`config.mk`:
```
export PLATFORM = sky130hd
export DESIGN_NAME = receive_window_tracker
export DESIGN_NICKNAME = d
export VERILOG_FILES = /design/src/rtl/rwt_pkg.sv /design/src/rtl/rwt_cell.sv /design/src/rtl/receive_window_tracker.sv
export VERILOG_INCLUDE_DIRS = /design/src /design/src/rtl
export SDC_FILE = /design/constraint.sdc
export NUM_CORES = 1
export LEC_CHECK = 0
export ABC_CLOCK_PERIOD_IN_PS = 26100
export BUFFER_PORTS_ARGS = -buffer_cell sky130_fd_sc_hd__buf_4
export CAP_MARGIN = 20
export CORE_UTILIZATION = 45
export CTS_BUF_LIST = sky130_fd_sc_hd__clkbuf_8
export CTS_CLUSTER_SIZE = 8
export DETAILED_ROUTE_END_ITERATION = 7
export PLACE_DENSITY_LB_ADDON = 0.08
export SLEW_MARGIN = 15
export SYNTH_ARGS = -nofsm -noshare
export SYNTH_HDL_FRONTEND = slang
export SYNTH_HIERARCHICAL = 1
export SYNTH_SLANG_ARGS = --single-unit
```
`constraint.sdc`:
```
create_clock -name clock -period 26.1 [get_ports clock]
set_input_delay 2.61 -clock clock [delete_from_list [all_inputs] [get_ports clock]]
set_output_delay 2.61 -clock clock [all_outputs]
set_load 0.01 [all_outputs]
```
`src/rtl/receive_window_tracker_assert.svh`:
```
// ---------------------------------------------------------------------------
// Receive window tracker assertion macros
// Concurrent assertion wrappers. They are compiled out when SYNTH is defined.
// ---------------------------------------------------------------------------
`ifndef RECEIVE_WINDOW_TRACKER_ASSERT_SVH
`define RECEIVE_WINDOW_TRACKER_ASSERT_SVH

`ifndef SYNTH
// This assertion is checked on every clock edge except while reset is high.
`define RWT_ASSERT(label, clk, rst, prop, msg) \
   label: assert property (@(posedge clk) disable iff (rst) prop) else $error(msg);
// This assertion is checked on every clock edge, during reset as well.
`define RWT_ASSERT_ALWAYS(label, clk, prop, msg) \
   label: assert property (@(posedge clk) prop) else $error(msg);
`else
`define RWT_ASSERT(label, clk, rst, prop, msg)
`define RWT_ASSERT_ALWAYS(label, clk, prop, msg)
`endif

`endif

```
`src/rtl/rwt_pkg.sv`:
```
// ---------------------------------------------------------------------------
// Receive window tracker package
// Sizes, codes and shared types for the receive window tracker.
// ---------------------------------------------------------------------------
package rwt_pkg;

   // Window geometry.
   localparam int WINDOW   = 64;
   localparam int IDX_W    = (WINDOW > 1) ? $clog2(WINDOW) : 1;
   localparam int ADV_W    = 7;
   localparam int INDEX_W  = 64;
   localparam int MASK_W   = 64;
   localparam int WS_W     = 7;
   localparam int STATUS_W = 2;
   localparam int RSP_W    = 144;

   // Reset value of the window size register.
   localparam logic [WS_W-1:0] WS_RESET = WS_W'(64);
   localparam logic [WS_W-1:0] WS_MAX   = WS_W'(MASK_W);

   // Outcome of a mark.
   typedef enum logic [STATUS_W-1:0] {
      STATUS_NEW     = 2'd0,
      STATUS_SETTLED = 2'd1,
      STATUS_BEYOND  = 2'd2
   } status_type;

   // Sequencer states.
   typedef enum logic [1:0] {
      ST_IDLE,
      ST_MARK,
      ST_SLIDE,
      ST_DONE
   } state_type;

   // Control shared by every flag cell.
   typedef struct packed {
      logic shift;
      logic mark;
   } cell_ctrl_type;

endpackage

```
`src/rtl/rwt_cell.sv`:
```
// ---------------------------------------------------------------------------
// Receive window flag cell
// Holds the consumed flag of one window position and hands it down the row.
// ---------------------------------------------------------------------------
module rwt_cell (
   input  logic                  clock,
   input  logic                  reset,
   input  rwt_pkg::cell_ctrl_type ctrl,
   input  logic                  mark_hit,
   input  logic                  upper_flag,
   output logic                  flag
);

   logic flag_ff;
   logic flag_in;

   // A slide takes the neighbour's flag; a mark sets this flag when it is the target.
   always_comb begin
      if (ctrl.shift) begin
         flag_in = upper_flag;
      end else if (ctrl.mark && mark_hit) begin
         flag_in = 1'b1;
      end else begin
         flag_in = flag_ff;
      end
   end

   always_ff @(posedge clock) begin
      if (reset) begin
         flag_ff <= 1'b0;
      end else begin
         flag_ff <= flag_in;
      end
   end

   assign flag = flag_ff;

endmodule

```
`src/rtl/receive_window_tracker.sv`:
```
// ---------------------------------------------------------------------------
// Receive window tracker
// Marks message indexes as consumed and slides a 64-bit base past them.
// ---------------------------------------------------------------------------
// Each item is accepted, classified and marked, then the base slides past every
// leading consumed flag (A slides, where A, 0 to 64, is the advance count it
// reports), then the result is loaded; only then can the next item be accepted.
// The slide dominates: the consumed flags live in a row of cells that shifts
// by one position per cycle. A result waiting in the output register does not
// block the next item from being accepted; the following result waits for it.
module receive_window_tracker (
   input  logic                              clock,
   input  logic                              reset,
   // Input item: message_index [63:0].
   input  logic                              req_tvalid,
   output logic                              req_tready,
   input  logic [rwt_pkg::INDEX_W-1:0]       req_tdata,
   // Result item: base_index [63:0], advance_count [70:64],
   // pending_mask [134:71], mark_status [136:135], zero fill [143:137].
   output logic                              rsp_tvalid,
   input  logic                              rsp_tready,
   output logic [rwt_pkg::RSP_W-1:0]         rsp_tdata,
   // Window size register.
   input  logic                              csr_we,
   input  logic [rwt_pkg::WS_W-1:0]          csr_wdata
);

`include "receive_window_tracker_assert.svh"

   rwt_pkg::state_type                state_ff, state_in;
   logic [rwt_pkg::INDEX_W-1:0]       idx_ff, idx_in;
   logic [rwt_pkg::INDEX_W-1:0]       base_ff, base_in;
   logic [rwt_pkg::ADV_W-1:0]         adv_ff, adv_in;
   rwt_pkg::status_type               status_ff, status_in;
   logic [rwt_pkg::WS_W-1:0]          ws_ff, ws_in;
   logic                              rsp_valid_ff, rsp_valid_in;
   logic [rwt_pkg::RSP_W-1:0]         rsp_data_ff, rsp_data_in;

   logic [rwt_pkg::WINDOW-1:0]        flags;
   logic [rwt_pkg::WINDOW:0]          chain;
   rwt_pkg::cell_ctrl_type            cell_ctrl;

   logic [rwt_pkg::INDEX_W-1:0]       offset;
   logic                              below_base;
   logic                              beyond_window;
   logic [rwt_pkg::IDX_W-1:0]         hit_idx;
   logic                              already_set;
   logic                              can_slide;
   logic                              out_free;
   logic                              accept;
   logic                              load_rsp;
   logic [rwt_pkg::WS_W-1:0]          ws_clamped;
   logic [rwt_pkg::MASK_W:0]          span;
   logic [rwt_pkg::MASK_W-1:0]        pending;

   // Handshake conditions.
   assign accept   = req_tvalid && req_tready;
   assign out_free = !rsp_valid_ff || rsp_tready;

   // Classify the stored index against the window.
   always_comb begin
      offset        = idx_ff - base_ff;
      below_base    = offset[rwt_pkg::INDEX_W-1];
      beyond_window = !below_base &&
                      (offset[rwt_pkg::INDEX_W-2:0] >= (rwt_pkg::INDEX_W-1)'(rwt_pkg::WINDOW));
      hit_idx       = offset[rwt_pkg::IDX_W-1:0];
      already_set   = flags[hit_idx];
   end

   assign can_slide = flags[0] && (adv_ff < rwt_pkg::ADV_W'(rwt_pkg::WINDOW));

   // Next state of the sequencer.
   always_comb begin
      state_in = state_ff;
      case (state_ff)
         rwt_pkg::ST_IDLE: begin
            if (accept) state_in = rwt_pkg::ST_MARK;
         end
         rwt_pkg::ST_MARK: begin
            state_in = rwt_pkg::ST_SLIDE;
         end
         rwt_pkg::ST_SLIDE: begin
            if (!can_slide) state_in = rwt_pkg::ST_DONE;
         end
         rwt_pkg::ST_DONE: begin
            if (out_free) state_in = rwt_pkg::ST_IDLE;
         end
         default: begin
            state_in = rwt_pkg::ST_IDLE;
         end
      endcase
   end

   // Sequencer outputs.
   always_comb begin
      req_tready      = 1'b0;
      cell_ctrl.shift = 1'b0;
      cell_ctrl.mark  = 1'b0;
      load_rsp        = 1'b0;
      case (state_ff)
         rwt_pkg::ST_IDLE: begin
            req_tready = 1'b1;
         end
         rwt_pkg::ST_MARK: begin
            cell_ctrl.mark = !below_base && !beyond_window && !already_set;
         end
         rwt_pkg::ST_SLIDE: begin
            cell_ctrl.shift = can_slide;
         end
         rwt_pkg::ST_DONE: begin
            load_rsp = out_free;
         end
         default: begin
            req_tready = 1'b0;
         end
      endcase
   end

   // Row of flag cells; each slide moves every flag one place towards the base.
   assign chain[rwt_pkg::WINDOW] = 1'b0;
   for (genvar i = 0; i < rwt_pkg::WINDOW; i++) begin : g_cell
      rwt_cell u_cell (
         .clock      (clock),
         .reset      (reset),
         .ctrl       (cell_ctrl),
         .mark_hit   (hit_idx == rwt_pkg::IDX_W'(i)),
         .upper_flag (chain[i+1]),
         .flag       (chain[i])
      );
   end
   assign flags = chain[rwt_pkg::WINDOW-1:0];

   // Pending mask over the configured window.
   always_comb begin
      ws_clamped = (ws_ff > rwt_pkg::WS_MAX) ? rwt_pkg::WS_MAX : ws_ff;
      span       = ((rwt_pkg::MASK_W+1)'(1) << ws_clamped) - (rwt_pkg::MASK_W+1)'(1);
      pending    = span[rwt_pkg::MASK_W-1:0] & ~rwt_pkg::MASK_W'(flags);
   end

   // Datapath registers.
   always_comb begin
      idx_in       = accept ? req_tdata : idx_ff;
      base_in      = base_ff;
      adv_in       = adv_ff;
      status_in    = status_ff;
      ws_in        = csr_we ? csr_wdata : ws_ff;
      rsp_valid_in = rsp_valid_ff;
      rsp_data_in  = rsp_data_ff;
      if (state_ff == rwt_pkg::ST_MARK) begin
         adv_in = '0;
         // An index below the base wins over a dropped one, which wins over a repeat.
         if (below_base) begin
            status_in = rwt_pkg::STATUS_SETTLED;
         end else if (beyond_window) begin
            status_in = rwt_pkg::STATUS_BEYOND;
         end else if (already_set) begin
            status_in = rwt_pkg::STATUS_SETTLED;
         end else begin
            status_in = rwt_pkg::STATUS_NEW;
         end
      end
      if (cell_ctrl.shift) begin
         base_in = base_ff + rwt_pkg::INDEX_W'(1);
         adv_in  = adv_ff + rwt_pkg::ADV_W'(1);
      end
      if (rsp_tready) begin
         rsp_valid_in = 1'b0;
      end
      if (load_rsp) begin
         rsp_valid_in = 1'b1;
         rsp_data_in  = {(rwt_pkg::RSP_W-137)'(0), status_ff, pending, adv_ff, base_ff};
      end
   end

   always_ff @(posedge clock) begin
      if (reset) begin
         state_ff     <= rwt_pkg::ST_IDLE;
         base_ff      <= '0;
         adv_ff       <= '0;
         ws_ff        <= rwt_pkg::WS_RESET;
         rsp_valid_ff <= 1'b0;
      end else begin
         state_ff     <= state_in;
         base_ff      <= base_in;
         adv_ff       <= adv_in;
         ws_ff        <= ws_in;
         rsp_valid_ff <= rsp_valid_in;
      end
   end

   always_ff @(posedge clock) begin
      idx_ff      <= idx_in;
      status_ff   <= status_in;
      rsp_data_ff <= rsp_data_in;
   end

   assign rsp_tvalid = rsp_valid_ff;
   assign rsp_tdata  = rsp_data_ff;

   // Checks on the sequencer and the cell row.
   `RWT_ASSERT(a_adv_bounded, clock, reset, adv_ff <= rwt_pkg::ADV_W'(rwt_pkg::WINDOW), "advance count beyond window")
   `RWT_ASSERT(a_slide_moves_base, clock, reset, cell_ctrl.shift |=> base_ff == $past(base_ff) + rwt_pkg::INDEX_W'(1), "base did not follow a slide")
   `RWT_ASSERT(a_no_mark_when_dropped, clock, reset, (state_ff == rwt_pkg::ST_MARK && (below_base || beyond_window)) |=> $stable(flags), "flags changed on a dropped mark")
   `RWT_ASSERT(a_done_loads_result, clock, reset, (state_ff == rwt_pkg::ST_DONE && out_free) |=> rsp_valid_ff, "result not presented after slide")
   `RWT_ASSERT_ALWAYS(a_base_flag_clear_idle, clock, (!reset && state_ff == rwt_pkg::ST_IDLE) |-> !flags[0], "leading flag left set after slide")

endmodule

```
==> results of run 1 <==
## cell families after synthesis
logic type | count (synthesis)
adders and majority gates | 71
AOI/OAI and AO/OA | 449
xor gates and xnor gates | 118
DFF | 348
muxes | 34
buffers and inverters | 186
other | 1
and+or+nand+nor | 879
## cell type report
cell class / count / area [um2] / share of cell area
clock buffers: 65 / 895 / 0.0381
clock inverters: 44 / 231 / 0.00987
inverters: 90 / 340 / 0.0145
multi-input cells: 1559 / 10500 / 0.447
flip-flops and latches: 348 / 9000 / 0.384
well taps: 592 / 741 / 0.0316
repair buffers: 232 / 1770 / 0.0753
## per-stage QoR
step | area [um2] | power [W] | worst slack (ns) | std cells | hold slack [ns]
after floorplan | 20200 | 0.00103 | 16.07 | 2093 | 0.400
after global placement | 22300 | 0.00122 | 20.24 | 2819 | 0.409
after detailed placement | 22300 | 0.00122 | 20.23 | 2820 | 0.408
after CTS | 23400 | 0.00169 | 20.19 | 2929 | 0.424
after global routing | 23500 | 0.00177 | 19.64 | 2930 | 0.432
final | 23500 | 0.00168 | 20.02 | 2930 | 0.426
## synth_stat cells (56+ instances only)
cell,instances
edfxtp_1,203
nor2_1,246
nand4_1,56
nor3_2,65
inv_1,90
dfxtp_1,145
nand2_1,130
ha_1,70
nor3_1,127
clkbuf_1,61
xnor2_1,92
nor2b_1,87
o21ai_0,76
a21oi_1,120
a211oi_2,64
## power groups by stage
stage / logic, W / registers, W / clock network (W)
after CTS: 0.000541 / 0.000674 / 0.000480
after detailed placement: 0.000538 / 0.000684 / 0
after global routing: 0.000590 / 0.000678 / 0.000501
after global placement: 0.000539 / 0.000685 / 0
after floorplan: 0.000339 / 0.000693 / 0
final: 0.000545 / 0.000673 / 0.000464
## layout by cell type, fill, tap and decap left out, drive strengths merged, types with 14 or more instances in the layout
master | synthesis | final
nand4 | 56 | 56
buf | 32 | 232
xor2 | 26 | 26
mux4 | 15 | 15
mux2i | 14 | 14
edfxtp | 203 | 203
inv | 90 | 119
nand2 | 130 | 130
o211ai | 22 | 22
or2 | 14 | 14
nor4 | 23 | 23
o21a | 24 | 24
a21oi | 120 | 120
o21ai | 83 | 83
xnor2 | 92 | 92
nor2b | 87 | 87
nor2 | 246 | 246
ha | 70 | 70
nor3 | 192 | 192
nand3 | 50 | 50
clkbuf | 64 | 65
dfxtp | 145 | 145
a211oi | 74 | 74
## routing by layer
metal	up-vias	wire, um
li1	8080	-
met2	542	30900
met1	8338	26100
met3	147	2960
met4	0	2740
met5	-	0
## how the worst max path moves through the flow
stage / from / endpoint / slack, ns
after detailed placement: base_ff[20]$_SDFFE_PP0P_ / g_cell[11].u_cell/flag$_SDFFE_PP0P_ / 20.23
after global placement: base_ff[0]$_SDFFE_PP0P_ / g_cell[10].u_cell/flag$_SDFFE_PP0P_ / 20.24
after floorplan: idx_ff[0]$_DFFE_PP_ / g_cell[0].u_cell/flag$_SDFFE_PP0P_ / 16.07
after global routing: base_ff[20]$_SDFFE_PP0P_ / g_cell[11].u_cell/flag$_SDFFE_PP0P_ / 19.64
final: base_ff[20]$_SDFFE_PP0P_ / g_cell[9].u_cell/flag$_SDFFE_PP0P_ / 20.02
after CTS: base_ff[20]$_SDFFE_PP0P_ / g_cell[9].u_cell/flag$_SDFFE_PP0P_ / 20.19
## flip-flops by register name, indices dropped and copies added (netlist names)
register and flops:
adv_ff 7, status_ff 2, base_ff 64, rsp_tdata 137, idx_ff 64, rsp_tvalid 1
state_ff 2, g_cell.u_cell/flag 64, ws_ff 7
## worst max-delay path: cells and delay by family (launching register included)
kind                       cells  cell delay [ns]
buffers and inverters          2             0.97
DFF                            1             0.41
and+or+nand+nor                6             2.10
AOI/OAI and AO/OA              6             1.87
xor gates and xnor gates       1             0.13
adders and majority gates      1             0.49
==> out/metrics.csv, run 1 <==
stage,metric,value,unit
power_and_ir_drop,switching share of power,0.362,
timing,min Tclk post-route,6.08,ns
finish,antenna fix cells,0,
detailed_routing,Vias,17100,
global_routing,met3 Use GR,0.0398,
finish,nets@finish,2436,
logic_synthesis,Synth top area share,0.302,
power_and_ir_drop,Combinational Power Share,0.324,
logic_synthesis,Synth Area in Simple Gates,0.231,
setup_path,Critical Path RT,26.68,ns
setup_path,R2R Setup Slk,20.02,ns
timing,Final Skew,0.0404,ns
global_routing,GRT Total Usage,0.270,
logic_synthesis,XOR/XNOR share of the synthesized area,0.0511,
run,Max Cap Viol,0,
timing,Tcrit/Tclk final,0.233,
power_and_ir_drop,Seq pwr share,0.400,
setup_path,Setup CP Type,register to register,
logic_synthesis,Unique masters post-synth,91,
floorplanning,die area,45800,um2
power_and_ir_drop,Power per Cell Area,71.7,nW/um2
timing,Sum Neg Setup Slack,0,ns
cts,hold_buf cts,0,
cts,CTS buffer count,58,
logic_synthesis,"FF+latch count, synth",348,
global_routing,first-pass GRT wire length,96600,um
finish,Layout area overhead,16.0,%
floorplanning,Initial Util,0.457,
logic_synthesis,Post-Syn Instances,2086,
global_routing,Most Crowded Layer GR,met2,
logic_synthesis,"Cell Area, Synth",20200,um2
global_routing,GR Overflow Total,0,
logic_synthesis,adder and majority gate portion of the synthesized area,0.0443,
placed_design,post-DP HPWL,46800,um
setup_path,largest stage delay on the critical path,0.87,ns
worst_hold_path,hold-critical path depth,0,
global_routing,GR met1 Demand/Resource,0.332,
setup_path,crit path max fanout,64,
floorplanning,FP Rows,77,
detailed_routing,1st-iter DRT viols,1377,
power_and_ir_drop,worst vdd ir,0.0423,mV
setup_path,worst reg2reg startpoint,base_ff[20]$_SDFFE_PP0P_,
finish,fill count,4110,
floorplanning,Die H,214,um
detailed_routing,drt wl/cell,21.4,um
run_status,outcome,"finished, final reports clean",
cts,CTS root buffer,clkbuf_8,
detailed_routing,DR vias/cell,5.84,
floorplanning,Die Wd,214,um
timing,final-report hold violation count,0,
setup_path,"Slowest-stage cell, CP",buf_4,
timing,Max Clk Rate,0.164,GHz
detailed_routing,remaining antenna violation count,0,
logic_synthesis,ys flop type,edfxtp_1,
setup_path,"Arr. time, crit path",6.66,ns
cts,H-tree Lvls,2,
timing,worst-margin pin slew,1.16,ns
global_routing,global-route met2 utilization,0.463,
logic_synthesis,register area share after synthesis,0.445,
global_routing,vias in the first global route,16900,
cts,CTS tree,built,
setup_path,R2R depth,16,
cts,Post-CTS Setup Inserts,0,
floorplanning,core area,44200,um2
detailed_routing,WL final,62700,um
logic_synthesis,top cell type by total area after synthesis,edfxtp_1,
setup_path,R2R Path End,g_cell[9].u_cell/flag$_SDFFE_PP0P_,
setup_path,Crit. End Element,register,
finish,Post-Route Utilization,0.530,
detailed_routing,# DRC,0,
global_routing,largest net degree at the start of global routing,83,
setup_path,critical path cell sequence,inv_1 > ha_1 > a21oi_1 > o211ai_1 > a221oi_1 > a211oi_1 > a211oi_1 > xnor2_1 > nor4b_1 > or4b_1 > nor4_1 > nand4_1 > nor3_2 > buf_4 > a211oi_2 > nor3_2,
power_and_ir_drop,leak pwr,8.21,nW
cts,Max Root-Sink Buffers,3,
timing,unrepaired setup endpoints after global routing,false,
detailed_routing,TritonRoute pass-1 iters,5,
placed_design,IO Port Bufs,214,
logic_synthesis,Ys Warns,6,
cts,clk slew on worst S/H paths,0.06,ns
worst_hold_path,Hold Crit Start,base_ff[29]$_SDFFE_PP0P_,
floorplanning,I/O pin count,222,
cts,clock latency on the worst-skew pair,0.67,ns
placed_design,GPL Wtd Cong,0.951,
worst_hold_path,Tightest Hold Check Type,register to register,
power_and_ir_drop,Switch Pwr,0.000609,W
logic_synthesis,Post-synth EDFFs,203,
logic_synthesis,largest family of logic cells by synthesized area,simple AND/OR/NAND/NOR gates,
timing,Max Slew Vio Count,0,
power_and_ir_drop,clock network power share,0.276,
setup_path,CP Launch Type,register,
logic_synthesis,Synth Area in Compound Gates,0.163,
cts,Sink Count,348,
timing,final setup violation count,0,
timing,relative slew slack,0.224,
worst_hold_path,Hold Path End,rsp_tdata[29]$_DFFE_PP_,
cts,Resized cells post-CTS,0,
finish,fraction of layout cells with a size suffix above 1,0.211,
logic_synthesis,"Avg Cell Area, Syn",9.69,um2
logic_synthesis,Synth async-reset ratio,0,
logic_synthesis,mux contribution to synthesized area,0.0264,
logic_synthesis,Area contributors post-synth,"edfxtp_1 30%, dfxtp_1 14%, nor2_1 4.6%",
power_and_ir_drop,Pint,0.00107,W
global_routing,initial antenna violation count,0,
Note: power is estimated with default switching activity, not from simulation.
==> run 2: changes to the inputs <==
- ABC_CLOCK_PERIOD_IN_PS: 26100 -> 5800
- clock period: 26.1 -> 5.8 ns (I/O delays scaled with it)
==> out/metrics.csv, run 2 (synthesized netlist as in run 1, its figures left out) <==
stage,metric,value,unit,change
run_status,outcome,"finished, final reports clean",,
cts,CTS buffer count,59,,+1.7%
placed_design,GPL Wtd Cong,0.985,,+3.6%
detailed_routing,# DRC,0,,unchanged
cts,CTS tree,built,,
run,Max Cap Viol,0,,unchanged
setup_path,largest stage delay on the critical path,0.54,ns,-0.33 ns
timing,Final Skew,0.0375,ns,-0.00293 ns
placed_design,post-DP HPWL,47300,um,+1.0%
cts,H-tree Lvls,2,,unchanged
finish,"commonest cells after routing, fill and taps aside","247 x buf_4, 245 x nor2_1, 203 x edfxtp_1, 142 x dfxtp_1, 130 x nand2_1",,
global_routing,initial antenna violation count,0,,unchanged
power_and_ir_drop,total power,0.00780,W,+360%
finish,fill count,4052,,-1.4%
worst_hold_path,Tightest Hold Check Type,input pin to register,,
cts,Max Root-Sink Buffers,3,,unchanged
power_and_ir_drop,leak pwr,8.35,nW,+1.8%
timing,Max Clk Rate,0.181,GHz,+10%
placed_design,IO Port Bufs,214,,unchanged
timing,worst-margin pin slew,1.05,ns,-0.116 ns
finish,filler-free cell count of the finished design,2952,,+0.75%
finish,antenna fix cells,0,,unchanged
cts,Sink Count,348,,unchanged
global_routing,vias in the first global route,16800,,-0.39%
setup_path,CP top delay family,simple AND/OR/NAND/NOR gates,,
detailed_routing,Vias,17200,,+0.61%
floorplanning,I/O pin count,222,,unchanged
floorplanning,die area,45800,um2,unchanged
timing,hold_ws,0.0698,ns,-0.357 ns
setup_path,R2R Setup Slk,0.29,ns,-19.73 ns
setup_path,Critical Path RT,6.41,ns,-20.27 ns
cts,CTS root buffer,clkbuf_8,,
global_routing,global-route met2 utilization,0.465,,+0.00281
global_routing,GR Overflow Total,0,,unchanged
finish,"most common cell after layout, fill and taps aside",buf_4,,
setup_path,crit path max fanout,25,,-61%
timing,final setup violation count,0,,unchanged
finish,nets@finish,2458,,+0.90%
floorplanning,FP Rows,77,,unchanged
setup_path,CP Launch Type,register,,
setup_path,worst path bufs/invs,2,,unchanged
placed_design,dpl cells,2842,,+0.78%
finish,Layout area overhead,17.8,%,
detailed_routing,drt wl/cell,21.2,um,-0.70%
global_routing,largest net degree at the start of global routing,81,,-2.4%
global_routing,GRT Total Usage,0.269,,-0.000839
timing,Sum Neg Setup Slack,0,ns,unchanged
timing,min Tclk post-route,5.51,ns,-0.569 ns
timing,Max Slew Vio Count,0,,unchanged
cts,Post-CTS Setup Inserts,0,,unchanged
setup_path,crit-path most repeated cell,nand4_1,,
timing,Tcrit/Tclk final,0.950,,+0.717
floorplanning,Die Wd,214,um,unchanged
cts,clk slew on worst S/H paths,0.07,ns,about the same
finish,fraction of layout cells with a size suffix above 1,0.225,,+0.0137
setup_path,"Slowest-stage cell, CP",ha_1,,
detailed_routing,TritonRoute pass-1 iters,7,,+2
setup_path,Setup CP Type,register to register,,
detailed_routing,WL final,62700,um,about the same
floorplanning,core area,44200,um2,unchanged
global_routing,Most Crowded Layer GR,met2,,
detailed_routing,remaining antenna violation count,0,,unchanged
detailed_routing,DR vias/cell,5.83,,-0.14%
floorplanning,Initial Util,0.457,,unchanged
timing,unrepaired setup endpoints after global routing,false,,
cts,hold_buf cts,0,,unchanged
power_and_ir_drop,Power per Cell Area,327,nW/um2,+360%
cts,clock latency on the worst-skew pair,0.69,ns,+0.02 ns
power_and_ir_drop,worst vdd ir,0.244,mV,+480%
timing,relative slew slack,0.301,,+0.0775
global_routing,met3 Use GR,0.0330,,-0.00682
global_routing,GR met1 Demand/Resource,0.338,,+0.00635
floorplanning,Die H,214,um,unchanged
finish,Largest register FFs,137,,unchanged
setup_path,Crit. End Element,register,,
cts,Resized cells post-CTS,0,,unchanged
setup_path,critical path cell sequence,inv_1 > ha_1 > nand4_1 > or2_1 > or4_4 > o221ai_2 > mux2i_1 > or3_1 > or4_1 > nor4_1 > nand4_1 > nor3_4 > buf_12 > a211oi_2 > nor3_2,,
setup_path,"Arr. time, crit path",6.12,ns,-0.54 ns
global_routing,first-pass GRT wire length,96900,um,+0.29%
timing,final-report hold violation count,0,,unchanged
detailed_routing,1st-iter DRT viols,1151,,-16%
[run 2: cell count changes in the layout (fill, tap and decap cells not counted), sizes merged]
cell,change
clkinvlp,-1
buf,+21
clkinv,+1
clkbuf,+2
inv,-4
bufinv,+3
[run 2: final cells by class]
class                   count  area, um2  share of cell area
inverters                  90        340              0.0143
flip-flops and latches    348       9000               0.378
clock buffers              67        922              0.0387
well taps                 592        741              0.0311
repair buffers            253       1960              0.0821
multi-input cells        1559      10600               0.443
clock inverters            43        297              0.0124
[run 2: final timing paths]
check,from,to,cells after the start
setup reg to reg,base_ff[20]$_SDFFE_PP0P_,g_cell[63].u_cell/flag$_SDFFE_PP0P_,15
setup / recovery,base_ff[20]$_SDFFE_PP0P_,g_cell[63].u_cell/flag$_SDFFE_PP0P_,15
hold reg to reg,status_ff[0]$_SDFFCE_PP1P_,rsp_tdata[135]$_DFFE_PP_,0
hold / removal,req_tdata[57],idx_ff[57]$_DFFE_PP_,1
[run 2: power breakdown]
group	internal [W]	switching, W
Clock	0.00124	0.00103
Combinational	0.000856	0.00165
Sequential	0.00292	0.0000992
[run 2: metrics by stage]
stage,setup slack [ns],instance area [um2],util
final,0.290,23800,0.539
after global routing,0.0917,23800,0.539
after CTS,0.425,23800,0.539
after detailed placement,0.432,22600,0.511
after global placement,0.425,22600,0.511
after floorplan,-0.0302,20400,-
[run 2: worst register-to-register path, delay by kind of cell, from the launching register on]
kind / cells / cell delay (ns)
and+or+nand+nor: 9 / 3.58
adders and majority gates: 1 / 0.54
AOI/OAI and AO/OA: 2 / 0.40
DFF: 1 / 0.39
buffers and inverters: 2 / 0.38
muxes: 1 / 0.17
[run 2: metal layers]
| layer | vias to the layer above | part of all wire |
|---|---|---|
| met4 | 0 | 0.034 |
| met3 | 124 | 0.047 |
| met5 | - | 0 |
| met1 | 8394 | 0.42 |
| li1 | 8134 | - |
| met2 | 560 | 0.50 |
